$ cat src/design/stereo_box_match_depth_unit_defines.svh
// Assertion macros used by the stereo box match and depth top-level design file.
`ifndef STEREO_BOX_MATCH_DEPTH_UNIT_DEFINES_SVH
`define STEREO_BOX_MATCH_DEPTH_UNIT_DEFINES_SVH

// Same-cycle implication, disabled while reset is asserted.
`define SBMD_ASSERT_IMP(lbl, clk, rstn, ante, cons, msg) \
	lbl: assert property (@(posedge clk) disable iff (!rstn) (ante) |-> (cons)) \
		else $error(msg);

// Next-cycle implication, disabled while reset is asserted.
`define SBMD_ASSERT_NXT(lbl, clk, rstn, ante, cons, msg) \
	lbl: assert property (@(posedge clk) disable iff (!rstn) (ante) |=> (cons)) \
		else $error(msg);

`endif

$ cat src/design/sbmd_pkg.sv
// Shared types and constants for the stereo box match and depth unit.
`default_nettype none
package sbmd_pkg;

	// Divider geometry: 16-bit disparity, 24-bit quotient, two bits per stage.
	localparam int DIVISOR_W          = 16;
	localparam int QUOT_W             = 24;
	localparam int DIV_BITS_PER_STAGE = 2;
	localparam int DIV_STAGES         = QUOT_W / DIV_BITS_PER_STAGE;

	// Configuration register indexes.
	localparam int CFG_IDX_W = 3;
	localparam logic [CFG_IDX_W-1:0] REG_Y_MARGIN        = 3'd0;
	localparam logic [CFG_IDX_W-1:0] REG_BORDER_MARGIN   = 3'd1;
	localparam logic [CFG_IDX_W-1:0] REG_IMAGE_WIDTH     = 3'd2;
	localparam logic [CFG_IDX_W-1:0] REG_IMAGE_HEIGHT    = 3'd3;
	localparam logic [CFG_IDX_W-1:0] REG_FOCAL_X         = 3'd4;
	localparam logic [CFG_IDX_W-1:0] REG_STEREO_BASELINE = 3'd5;

	// Reject cause codes.
	typedef enum logic [1:0] {
		CAUSE_OK     = 2'd0,
		CAUSE_HEIGHT = 2'd1,
		CAUSE_BORDER = 2'd2
	} cause_t;

	// Side information that rides along with a division.
	typedef struct packed {
		cause_t cause;
		logic   disp_pos;
		logic   ovf;
	} sbmd_tag_t;

endpackage
`default_nettype wire

$ cat src/design/stereo_box_match_depth_unit.sv
// Stereo box pair check and depth triangulation, top level.
// A pair passes stage 1, stage 2, the 12 divider stages and the output register.
// Throughput: one pair per cycle while no held result is stalled at the output.
// A stalled output freezes every stage; the input stalls only while it is frozen.
// Reset clears all valid bits and loads the configuration registers with defaults.
`default_nettype none
`include "stereo_box_match_depth_unit_defines.svh"
module stereo_box_match_depth_unit (
	input  wire logic                           clk,
	input  wire logic                           arst_n,
	input  wire logic                           cfg_write,
	input  wire logic [sbmd_pkg::CFG_IDX_W-1:0] cfg_index,
	input  wire logic [15:0]                    cfg_data,
	input  wire logic                           in_valid,
	output logic                                in_stall,
	input  wire logic [15:0]                    left_center_x,
	input  wire logic [15:0]                    left_center_y,
	input  wire logic [15:0]                    left_width,
	input  wire logic [15:0]                    left_height,
	input  wire logic [15:0]                    right_center_x,
	input  wire logic [15:0]                    right_center_y,
	input  wire logic [15:0]                    right_width,
	input  wire logic [15:0]                    right_height,
	output logic                                out_valid,
	input  wire logic                           out_stall,
	output logic                                accepted,
	output logic [1:0]                          reject_cause,
	output logic [23:0]                         depth,
	output logic                                depth_valid
);
	import sbmd_pkg::*;

	// Exact border test; all terms moved to one side so nothing goes negative.
	function automatic logic near_border(
		input logic [15:0] cx, input logic [15:0] cy,
		input logic [15:0] w,  input logic [15:0] h,
		input logic [15:0] m,  input logic [11:0] iw, input logic [11:0] ih);
		logic [18:0] two_c;
		logic [18:0] two_cy;
		logic [18:0] two_m;
		logic [18:0] lim_w;
		logic [18:0] lim_h;
		logic        near_l;
		logic        near_r;
		logic        near_b;
		two_c  = {2'b00, cx, 1'b0};
		two_cy = {2'b00, cy, 1'b0};
		two_m  = {2'b00, m, 1'b0};
		lim_w  = {2'b00, iw, 5'b0};
		lim_h  = {2'b00, ih, 5'b0};
		near_l = two_c < ({3'b000, w} + two_m);
		near_r = (two_c + {3'b000, w} + two_m) > lim_w;
		near_b = (two_cy + {3'b000, h} + two_m) > lim_h;
		return near_l || near_r || near_b;
	endfunction

	// Configuration registers.
	logic [15:0] y_margin_q;
	logic [15:0] border_margin_q;
	logic [11:0] image_width_q;
	logic [11:0] image_height_q;
	logic [15:0] focal_x_q;
	logic [15:0] stereo_baseline_q;

	always_ff @(posedge clk or negedge arst_n) begin
		if (!arst_n) begin
			y_margin_q        <= 16'd320;
			border_margin_q   <= 16'd0;
			image_width_q     <= 12'd640;
			image_height_q    <= 12'd480;
			focal_x_q         <= 16'd8000;
			stereo_baseline_q <= 16'd100;
		end else if (cfg_write) begin
			unique case (cfg_index)
				REG_Y_MARGIN:        y_margin_q        <= cfg_data;
				REG_BORDER_MARGIN:   border_margin_q   <= cfg_data;
				REG_IMAGE_WIDTH:     image_width_q     <= cfg_data[11:0];
				REG_IMAGE_HEIGHT:    image_height_q    <= cfg_data[11:0];
				REG_FOCAL_X:         focal_x_q         <= cfg_data;
				REG_STEREO_BASELINE: stereo_baseline_q <= cfg_data;
				default: ;
			endcase
		end
	end

	// Global advance: everything moves unless a finished result is held.
	logic out_valid_q;
	logic en;
	assign en       = !out_valid_q || !out_stall;
	assign in_stall = !en;

	// Stage 1: geometry tests, disparity and the baseline-focal product.
	logic        valid_s1;
	logic        bad_height_s1;
	logic        bad_border_s1;
	logic        disp_pos_s1;
	logic [15:0] disp_s1;
	logic [31:0] prod_s1;
	logic [15:0] dy;
	logic [15:0] disp_full;

	always_comb begin
		dy = (left_center_y >= right_center_y) ? (left_center_y - right_center_y)
		                                       : (right_center_y - left_center_y);
		disp_full = left_center_x - right_center_x;
	end

	always_ff @(posedge clk or negedge arst_n) begin
		if (!arst_n) begin
			valid_s1 <= 1'b0;
		end else if (en) begin
			valid_s1 <= in_valid;
		end
	end

	always_ff @(posedge clk) begin
		if (en) begin
			bad_height_s1 <= dy > y_margin_q;
			bad_border_s1 <= near_border(left_center_x, left_center_y, left_width,
			                             left_height, border_margin_q, image_width_q,
			                             image_height_q)
			              || near_border(right_center_x, right_center_y, right_width,
			                             right_height, border_margin_q, image_width_q,
			                             image_height_q);
			disp_pos_s1   <= left_center_x > right_center_x;
			disp_s1       <= disp_full;
			prod_s1       <= stereo_baseline_q * focal_x_q;
		end
	end

	// Stage 2: overflow check and cause selection; the quotient saturates when
	// the upper half of the numerator already reaches the divisor.
	logic                 valid_s2;
	sbmd_tag_t            tag_s2;
	logic [15:0]          rem_s2;
	logic [QUOT_W-1:0]    dvd_s2;
	logic [DIVISOR_W-1:0] dsr_s2;

	always_ff @(posedge clk or negedge arst_n) begin
		if (!arst_n) begin
			valid_s2 <= 1'b0;
		end else if (en) begin
			valid_s2 <= valid_s1;
		end
	end

	always_ff @(posedge clk) begin
		if (en) begin
			tag_s2.cause    <= bad_height_s1 ? CAUSE_HEIGHT
			                 : (bad_border_s1 ? CAUSE_BORDER : CAUSE_OK);
			tag_s2.disp_pos <= disp_pos_s1;
			tag_s2.ovf      <= prod_s1[31:16] >= disp_s1;
			rem_s2          <= prod_s1[31:16];
			dvd_s2          <= {prod_s1[15:0], 8'h00};
			dsr_s2          <= disp_s1;
		end
	end

	// Division stages.
	logic              div_valid;
	logic [QUOT_W-1:0] div_quot;
	sbmd_tag_t         div_tag;

	sbmd_div_pipe u_div (
		.clk         (clk),
		.arst_n      (arst_n),
		.en          (en),
		.valid_in    (valid_s2),
		.rem_in      (rem_s2),
		.dividend_in (dvd_s2),
		.divisor_in  (dsr_s2),
		.tag_in      (tag_s2),
		.valid_out   (div_valid),
		.quot_out    (div_quot),
		.tag_out     (div_tag)
	);

	// Output register: final depth selection.
	logic              accepted_q;
	cause_t            cause_q;
	logic [QUOT_W-1:0] depth_q;
	logic              depth_valid_q;

	always_ff @(posedge clk or negedge arst_n) begin
		if (!arst_n) begin
			out_valid_q <= 1'b0;
		end else if (en) begin
			out_valid_q <= div_valid;
		end
	end

	always_ff @(posedge clk) begin
		if (en) begin
			accepted_q    <= div_tag.cause == CAUSE_OK;
			cause_q       <= div_tag.cause;
			depth_valid_q <= div_tag.disp_pos;
			if (!div_tag.disp_pos) begin
				depth_q <= '0;
			end else if (div_tag.ovf) begin
				depth_q <= '1;
			end else begin
				depth_q <= div_quot;
			end
		end
	end

	assign out_valid    = out_valid_q;
	assign accepted     = accepted_q;
	assign reject_cause = cause_q;
	assign depth        = depth_q;
	assign depth_valid  = depth_valid_q;

	`SBMD_ASSERT_IMP(a_depth_zero_when_invalid, clk, arst_n, out_valid && !depth_valid, depth == 24'd0, "depth nonzero with depth_valid low")
	`SBMD_ASSERT_IMP(a_cause_legal, clk, arst_n, out_valid, reject_cause == CAUSE_OK || reject_cause == CAUSE_HEIGHT || reject_cause == CAUSE_BORDER, "illegal reject cause")
	`SBMD_ASSERT_IMP(a_accept_matches_cause, clk, arst_n, out_valid, accepted == (reject_cause == CAUSE_OK), "accepted disagrees with reject cause")
	`SBMD_ASSERT_NXT(a_held_result_frozen, clk, arst_n, out_valid && out_stall, !in_stall || $stable(depth), "held result changed under stall")

endmodule
`default_nettype wire

$ cat src/design/sbmd_div_pipe.sv
// Pipelined restoring divider, two quotient bits per stage, with a side tag.
`default_nettype none
module sbmd_div_pipe (
	input  wire logic                           clk,
	input  wire logic                           arst_n,
	input  wire logic                           en,
	input  wire logic                           valid_in,
	input  wire logic [sbmd_pkg::DIVISOR_W-1:0] rem_in,
	input  wire logic [sbmd_pkg::QUOT_W-1:0]    dividend_in,
	input  wire logic [sbmd_pkg::DIVISOR_W-1:0] divisor_in,
	input  wire sbmd_pkg::sbmd_tag_t            tag_in,
	output logic                                valid_out,
	output logic [sbmd_pkg::QUOT_W-1:0]         quot_out,
	output sbmd_pkg::sbmd_tag_t                 tag_out
);
	import sbmd_pkg::*;

	typedef struct packed {
		logic [DIVISOR_W-1:0] rem;
		logic [QUOT_W-1:0]    dvd;
		logic [QUOT_W-1:0]    quo;
		logic [DIVISOR_W-1:0] dsr;
		sbmd_tag_t            tag;
	} div_st_t;

	// One stage of restoring division: shift in dividend bits, subtract when it fits.
	function automatic div_st_t div_step(input div_st_t st);
		div_st_t            nx;
		logic [DIVISOR_W:0] trial;
		logic               qbit;
		nx = st;
		for (int i = 0; i < DIV_BITS_PER_STAGE; i++) begin
			trial = {nx.rem, nx.dvd[QUOT_W-1]};
			nx.dvd = {nx.dvd[QUOT_W-2:0], 1'b0};
			qbit = (trial >= {1'b0, nx.dsr});
			if (qbit) begin
				trial = trial - {1'b0, nx.dsr};
			end
			nx.rem = trial[DIVISOR_W-1:0];
			nx.quo = {nx.quo[QUOT_W-2:0], qbit};
		end
		return nx;
	endfunction

	div_st_t st_in [DIV_STAGES];
	div_st_t st_s  [DIV_STAGES];
	logic    vin   [DIV_STAGES];
	logic    v_s   [DIV_STAGES];

	// Entry of the first stage.
	always_comb begin
		st_in[0].rem = rem_in;
		st_in[0].dvd = dividend_in;
		st_in[0].quo = '0;
		st_in[0].dsr = divisor_in;
		st_in[0].tag = tag_in;
		vin[0]       = valid_in;
	end

	for (genvar k = 0; k < DIV_STAGES; k++) begin : g_stage
		if (k > 0) begin : g_link
			assign st_in[k] = st_s[k-1];
			assign vin[k]   = v_s[k-1];
		end

		// Valid bit of the stage.
		always_ff @(posedge clk or negedge arst_n) begin
			if (!arst_n) begin
				v_s[k] <= 1'b0;
			end else if (en) begin
				v_s[k] <= vin[k];
			end
		end

		// Stage payload moves only when the pipeline advances.
		always_ff @(posedge clk) begin
			if (en) begin
				st_s[k] <= div_step(st_in[k]);
			end
		end
	end

	assign valid_out = v_s[DIV_STAGES-1];
	assign quot_out  = st_s[DIV_STAGES-1].quo;
	assign tag_out   = st_s[DIV_STAGES-1].tag;

endmodule
`default_nettype wire

$ cat config.mk
export PLATFORM = sky130hd
export DESIGN_NAME = stereo_box_match_depth_unit
export DESIGN_NICKNAME = d
export VERILOG_FILES = /design/src/design/sbmd_pkg.sv /design/src/design/stereo_box_match_depth_unit.sv /design/src/design/sbmd_div_pipe.sv
export VERILOG_INCLUDE_DIRS = /design/src /design/src/design
export SDC_FILE = /design/constraint.sdc
export NUM_CORES = 2
export LEC_CHECK = 0
export ABC_AREA = 1
export BUFFER_PORTS_ARGS = -buffer_cell sky130_fd_sc_hd__buf_2
export CORE_ASPECT_RATIO = 0.9
export CORE_UTILIZATION = 38
export DETAILED_ROUTE_END_ITERATION = 12
export PLACE_DENSITY = 0.58
export SYNTH_ARGS = -nofsm -noshare
export SYNTH_HDL_FRONTEND = slang
export SYNTH_SLANG_ARGS = --single-unit
$ cat constraint.sdc
create_clock -name clk -period 34.2 [get_ports clk]
set_clock_uncertainty 0.1 [all_clocks]
set_input_delay 1.71 -clock clk [delete_from_list [all_inputs] [get_ports clk]]
set_output_delay 1.71 -clock clk [all_outputs]
set_load 0.005 [all_outputs]
# After elaboration in Yosys (flattened, before gate mapping)
# Memories as Yosys holds them, arrays and structs flattened.
# Cells that the tools add are included.
# Widths: inputs -> output; s select.
[word_totals]
register_bits = 234
mem_bits_rw = 984
in_bits = 152
output_inout_bits = 30
elab_cells = 184
n_memories = 1
[classes]
n_addsub = 37
mul = 1
magnitude_cmp = 34
n_eq_ne = 5
n_mux = 53
reduce_logical = 17
[memory_table]
columns = ["memory", "words", "width", "read_ports", "rd_ports_with_merged_regs", "write_ports", "line_no", "source"]
rows = [
  ["u_div.st_s", 12, 82, 12, 0, 12, "sbmd_div_pipe.sv:46", "div_st_t st_s [DIV_STAGES];"],
]
[ops]
columns = ["op", "count"]
rows = [
  ["$mux 16", 49],
  ["$sub 16x16->16", 27],
  ["$ge 17x16->1", 24],
  ["$add 18x17->19", 4],
  ["$gt 19x17->1", 4],
  ["$add 17x16->18", 4],
  ["$add 16x17->18", 2],
  ["$lt 17x18->1", 2],
  ["$ge 16x16->1", 2],
  ["$gt 16x16->1", 2],
  ["$mul 16x16->32", 1],
  ["$mux 24", 1],
  ["$reduce_and 2->1", 6],
  ["$eq 3x2->1 const B", 2],
  ["$eq 3x3->1 const B", 2],
  ["$logic_or 1x1->1", 6],
  ["$eq 3x1->1 const B", 1],
  ["$logic_not 1->1", 3],
  ["$logic_not 3->1", 1],
  ["$logic_not 2->1", 1],
  ["$mux 1", 2],
  ["$mux 2", 1],
]

# Depth between registers and ports, before layout
# An unclocked memory read counts as a cell.
[logic_depth]
ltp_word = 7
ltp_mapped = 31
mapped_depth_nobuf = 29

# By module
# Synthesis repeated with hierarchy kept, for this count alone.
[unflattened]
hier_cells = 8620
area_unflattened_um2 = 73093.9
[modules_own_cells]
columns = ["mod", "n_inst", "cells_each", "area_per_inst_um2", "seq_area_each_um2"]
rows = [
  ["sbmd_div_pipe", 1, 5424, 46527.1, 20960.1],
  ["stereo_box_match_depth_unit", 1, 3196, 26566.7, 6232.2],
]

# Least setup slack after synthesis
# OpenSTA, ideal clock, no wires.
[synth_timing]
path_type = "input to register"
from = "input port out_stall"
to = "register u_div.v_s[2] (netlist bit)"
setup_time_ns = 1.019
arrival_time_ns = 22.602
required_time_ns = 33.081
setup_slack_ns = 10.479
stages = 3
n_path_buf = 1
cell_sequence = "nand2_1 -> clkbuf_1 -> o21ai_0"
[synth_between]
elab_chain_len = 2
[synth_rtl]
columns = ["item", "line_no", "source"]
rows = [
  ["start: declaration", "stereo_box_match_depth_unit.sv:25", "input wire logic out_stall,"],
  ["$logic_not 1->1", "stereo_box_match_depth_unit.sv:89", "assign en = !out_valid_q || !out_stall;"],
  ["$logic_or 1x1->1", "stereo_box_match_depth_unit.sv:89", ""],
  ["end signal: indexed assignment", "sbmd_div_pipe.sv:71", "v_s[k] <= vin[k];"],
  ["end: declaration", "sbmd_div_pipe.sv:48", "logic v_s [DIV_STAGES];"],
]
# Every way passes these cells.
# A chain may end at the register's enable or synchronous reset.

# Final worst setup path
[layout_timing]
from = "register stereo_baseline_q[7]"
to = "register prod_s1[31], data pin"
[layout_between]
elab_chain_len = 1
[layout_rtl]
columns = ["item", "line_no", "source"]
rows = [
  ["start: declaration", "stereo_box_match_depth_unit.sv:63", "logic [15:0] stereo_baseline_q;"],
  ["start signal: assignment", "stereo_box_match_depth_unit.sv:80", "REG_STEREO_BASELINE: stereo_baseline_q <= cfg_data;"],
  ["$mul 16x16->32", "stereo_box_match_depth_unit.sv:127", "prod_s1 <= stereo_baseline_q * focal_x_q;"],
  ["end signal: assignment", "stereo_box_match_depth_unit.sv:127", ""],
  ["end: declaration", "stereo_box_match_depth_unit.sv:98", "logic [31:0] prod_s1;"],
]
# Every way passes these cells.

==> out/qor.csv <==
metric,value,unit
clkTransAtPathRegs,0.06,ns
wl,179,mm
pre_cts_slack,27.55,ns
drt-wirelength-per-cell,17.9,um
gr-usage-met3,2.42,%
die_area,177000,um^2
syn_area_per_cell,8.87,um^2
insertion_delay,0.73,ns
grt_start_max_net_pins,86,
use_met1,27.5,%
route.detailed.drc,0,
clock_path_buffers,3,
async_flop_share,12.2,%
synth_edf_count,743,
cts-buffers-inserted,97,
critical_path_required,34.58,ns
synthToLayoutAreaGrowth,9.51,%
max_freq,0.155,GHz
nets,8825,
synth.area.top_cells,"edfxtp_1 (33%), ha_1 (14%), nand2_1 (10%)",
grt_pass1_wl,280,mm
cp-start-kind,flop,
die_x,444,um
numPortBuffers,181,
drv_cap,0,
core,174000,um^2
ys_ff_latch,846,
grt_pass1_vias,49249,
first_pass_iters,6,
place_hpwl,145,mm
hold_viol,0,
setup_violations,0,
vias,50707,
synth_top_area_share,33.4,%
synthCells,7517,
ys.flop_type,edfxtp_1,
tns,0,ns
die_y,399,um
synth_cell_types,65,
synthTopCellsByCount,"nand2_1 (1,827), inv_1 (1,105), edfxtp_1 (743)",
grt-ovfl-total,0,
htree_levels,3,
multiInputGateArea,36800,um^2
reg2reg_depth,19,
via_per_inst,5.06,
gp_congestion,0.938,
tightest_slew,1.06,ns
cp_cell_sequence,"nand2_1, fa_1, inv_1, fa_1, inv_1, fa_1, inv_1, fa_1, fa_1, inv_1, fa_1, inv_1, ha_1, a21oi_1, o21a_1, a21boi_0, inv_1, a211oi_1, xnor2_1",
path_class,reg2reg,
final.min_clock_period,6.46,ns
clockRootBuffer,clkbuf_16,
cts.sinks,846,
critPathCaptureType,flop,
synth_nets,8689,
min_path_type,reg2reg,
cts-resized-gates,0,
initial_core_util,38.3,%
ios,182,
ff_latch_area,24900,um^2
slew_headroom,29.7,%
fp-row-count,145,
cts_tree,built,
yosysSeqAreaShare,37.3,%
post-route-period-util,18.9,%
worst_slack,27.74,ns
grt_usage,20.1,%
gr-max-usage-layer,met2,
cts_setup_buffers,0,
min_path_cells,0,
hold_buffers,0,
maxSlewViolCount,0,
final_antenna_net_count,0,
netlist.top_cell.by_area,edfxtp_1,
cp_max_fo,17,
drt_first_iter_violations,3284,
fillers,17121,
cpMaxStageDelayCell,dfrtp_1,
netlist_area,66700,um^2
regMostFlops,u_div.st_s,
synth_most_common_cell,nand2_1,
antenna_found_initial,6,
crit_arrival,6.84,ns
met2_usage,33.7,%
rsz0062_at_grt,false,
drive_above_1_share,6.11,%
synth_warnings,0,
max_stage_delay,0.84,ns
outcome,"complete, no violations",
largest_reg_flops,612,
stage by stage:
stage / util [%] / instance area (um^2) / hold WS (ns) / instances
global placement: 40.1 / 69800 / 0.300 / 9832
CTS: 42.0 / 73000 / 0.282 / 10014
finish: 42.0 / 73100 / 0.279 / 10019
global route: 42.0 / 73100 / 0.293 / 10018
floorplan: - / 66700 / 0.300 / 7517
detailed placement: 40.1 / 69800 / 0.305 / 9832
per-layer routing:
layer | up-vias | wire length [um]
met5 | - | 0
met4 | 0 | 4150
met3 | 213 | 7020
met2 | 1006 | 83700
met1 | 24175 | 84200
li1 | 25313 | -
cell families (layout without fill, tap and decap cells):
| logic type | count (synthesis) | in the layout | synth area share [%] |
|---|---|---|---|
| muxes | 3 | 3 | 0.0450 |
| AOI/OAI and AO/OA | 1249 | 1249 | 10.4 |
| xor gates and xnor gates | 433 | 433 | 5.68 |
| and+or+nand+nor | 2688 | 2688 | 16.7 |
| DFF | 846 | 846 | 37.3 |
| other | 0 | 5 | 0 |
| adders and majority gates | 1020 | 1020 | 22.3 |
| buffers and inverters | 1278 | 1497 | 7.50 |
cell usage in the layout, fill, tap and decap left out, types with 13 or more instances in the layout:
cell and instances:
edfxtp_1 743, nand4_1 50, dfstp_2 17, dfrtp_1 86, a21boi_0 32, clkinv_2 14
nand3_1 358, xnor2_1 206, xor2_1 227, o21ai_1 22, o21bai_1 23, a21o_1 52
clkbuf_1 17, ha_1 737, o21ai_2 16, or2_2 18, a31oi_1 39, buf_4 15
nand2_2 19, nor2_1 293, nor3_1 52, nor4_1 28, o21a_1 20, nand3b_1 16
clkbuf_16 100, inv_1 1105, a21oi_1 507, fa_1 283, inv_2 13, nand2_1 1826
buf_2 180, clkinv_1 13, o21ai_0 470
cell type report:
type,instances,area share [%]
Timing Repair Buffer,195,1.39
Antenna cell,5,0.0171
Tap cell,2278,3.90
Multi-Input combinational cell,5393,50.4
Clock buffer,118,3.53
Sequential cell,846,34.1
Inverter,1120,5.76
Clock inverter,64,0.930
critical path, delay by kind of cell (launching register included):
family,cells,cell delay [ns]
AND/OR/NAND/NOR,1,0.14
XOR/XNOR,1,0.10
buffers and inverters,6,0.40
adder cells (fa/ha/maj),7,3.43
AO/OA/AOI/OAI,4,1.22
flip-flops,1,0.84
worst paths after layout:
path / start / end / slack [ns]
min in group asynchronous: arst_n / border_margin_q[12] / 0.88
max in group asynchronous: arst_n / image_width_q[3] / 31.74
max: stereo_baseline_q[7] / prod_s1[31] / 27.74
min reg2reg: u_div.st_s[2][82] / u_div.st_s[2][164] / 0.28
max reg2reg: stereo_baseline_q[7] / prod_s1[31] / 27.74
min: u_div.st_s[2][82] / u_div.st_s[2][164] / 0.28
Power is not shown: default switching activity piles up to over one toggle a cycle in this logic, so the estimate is an artifact.
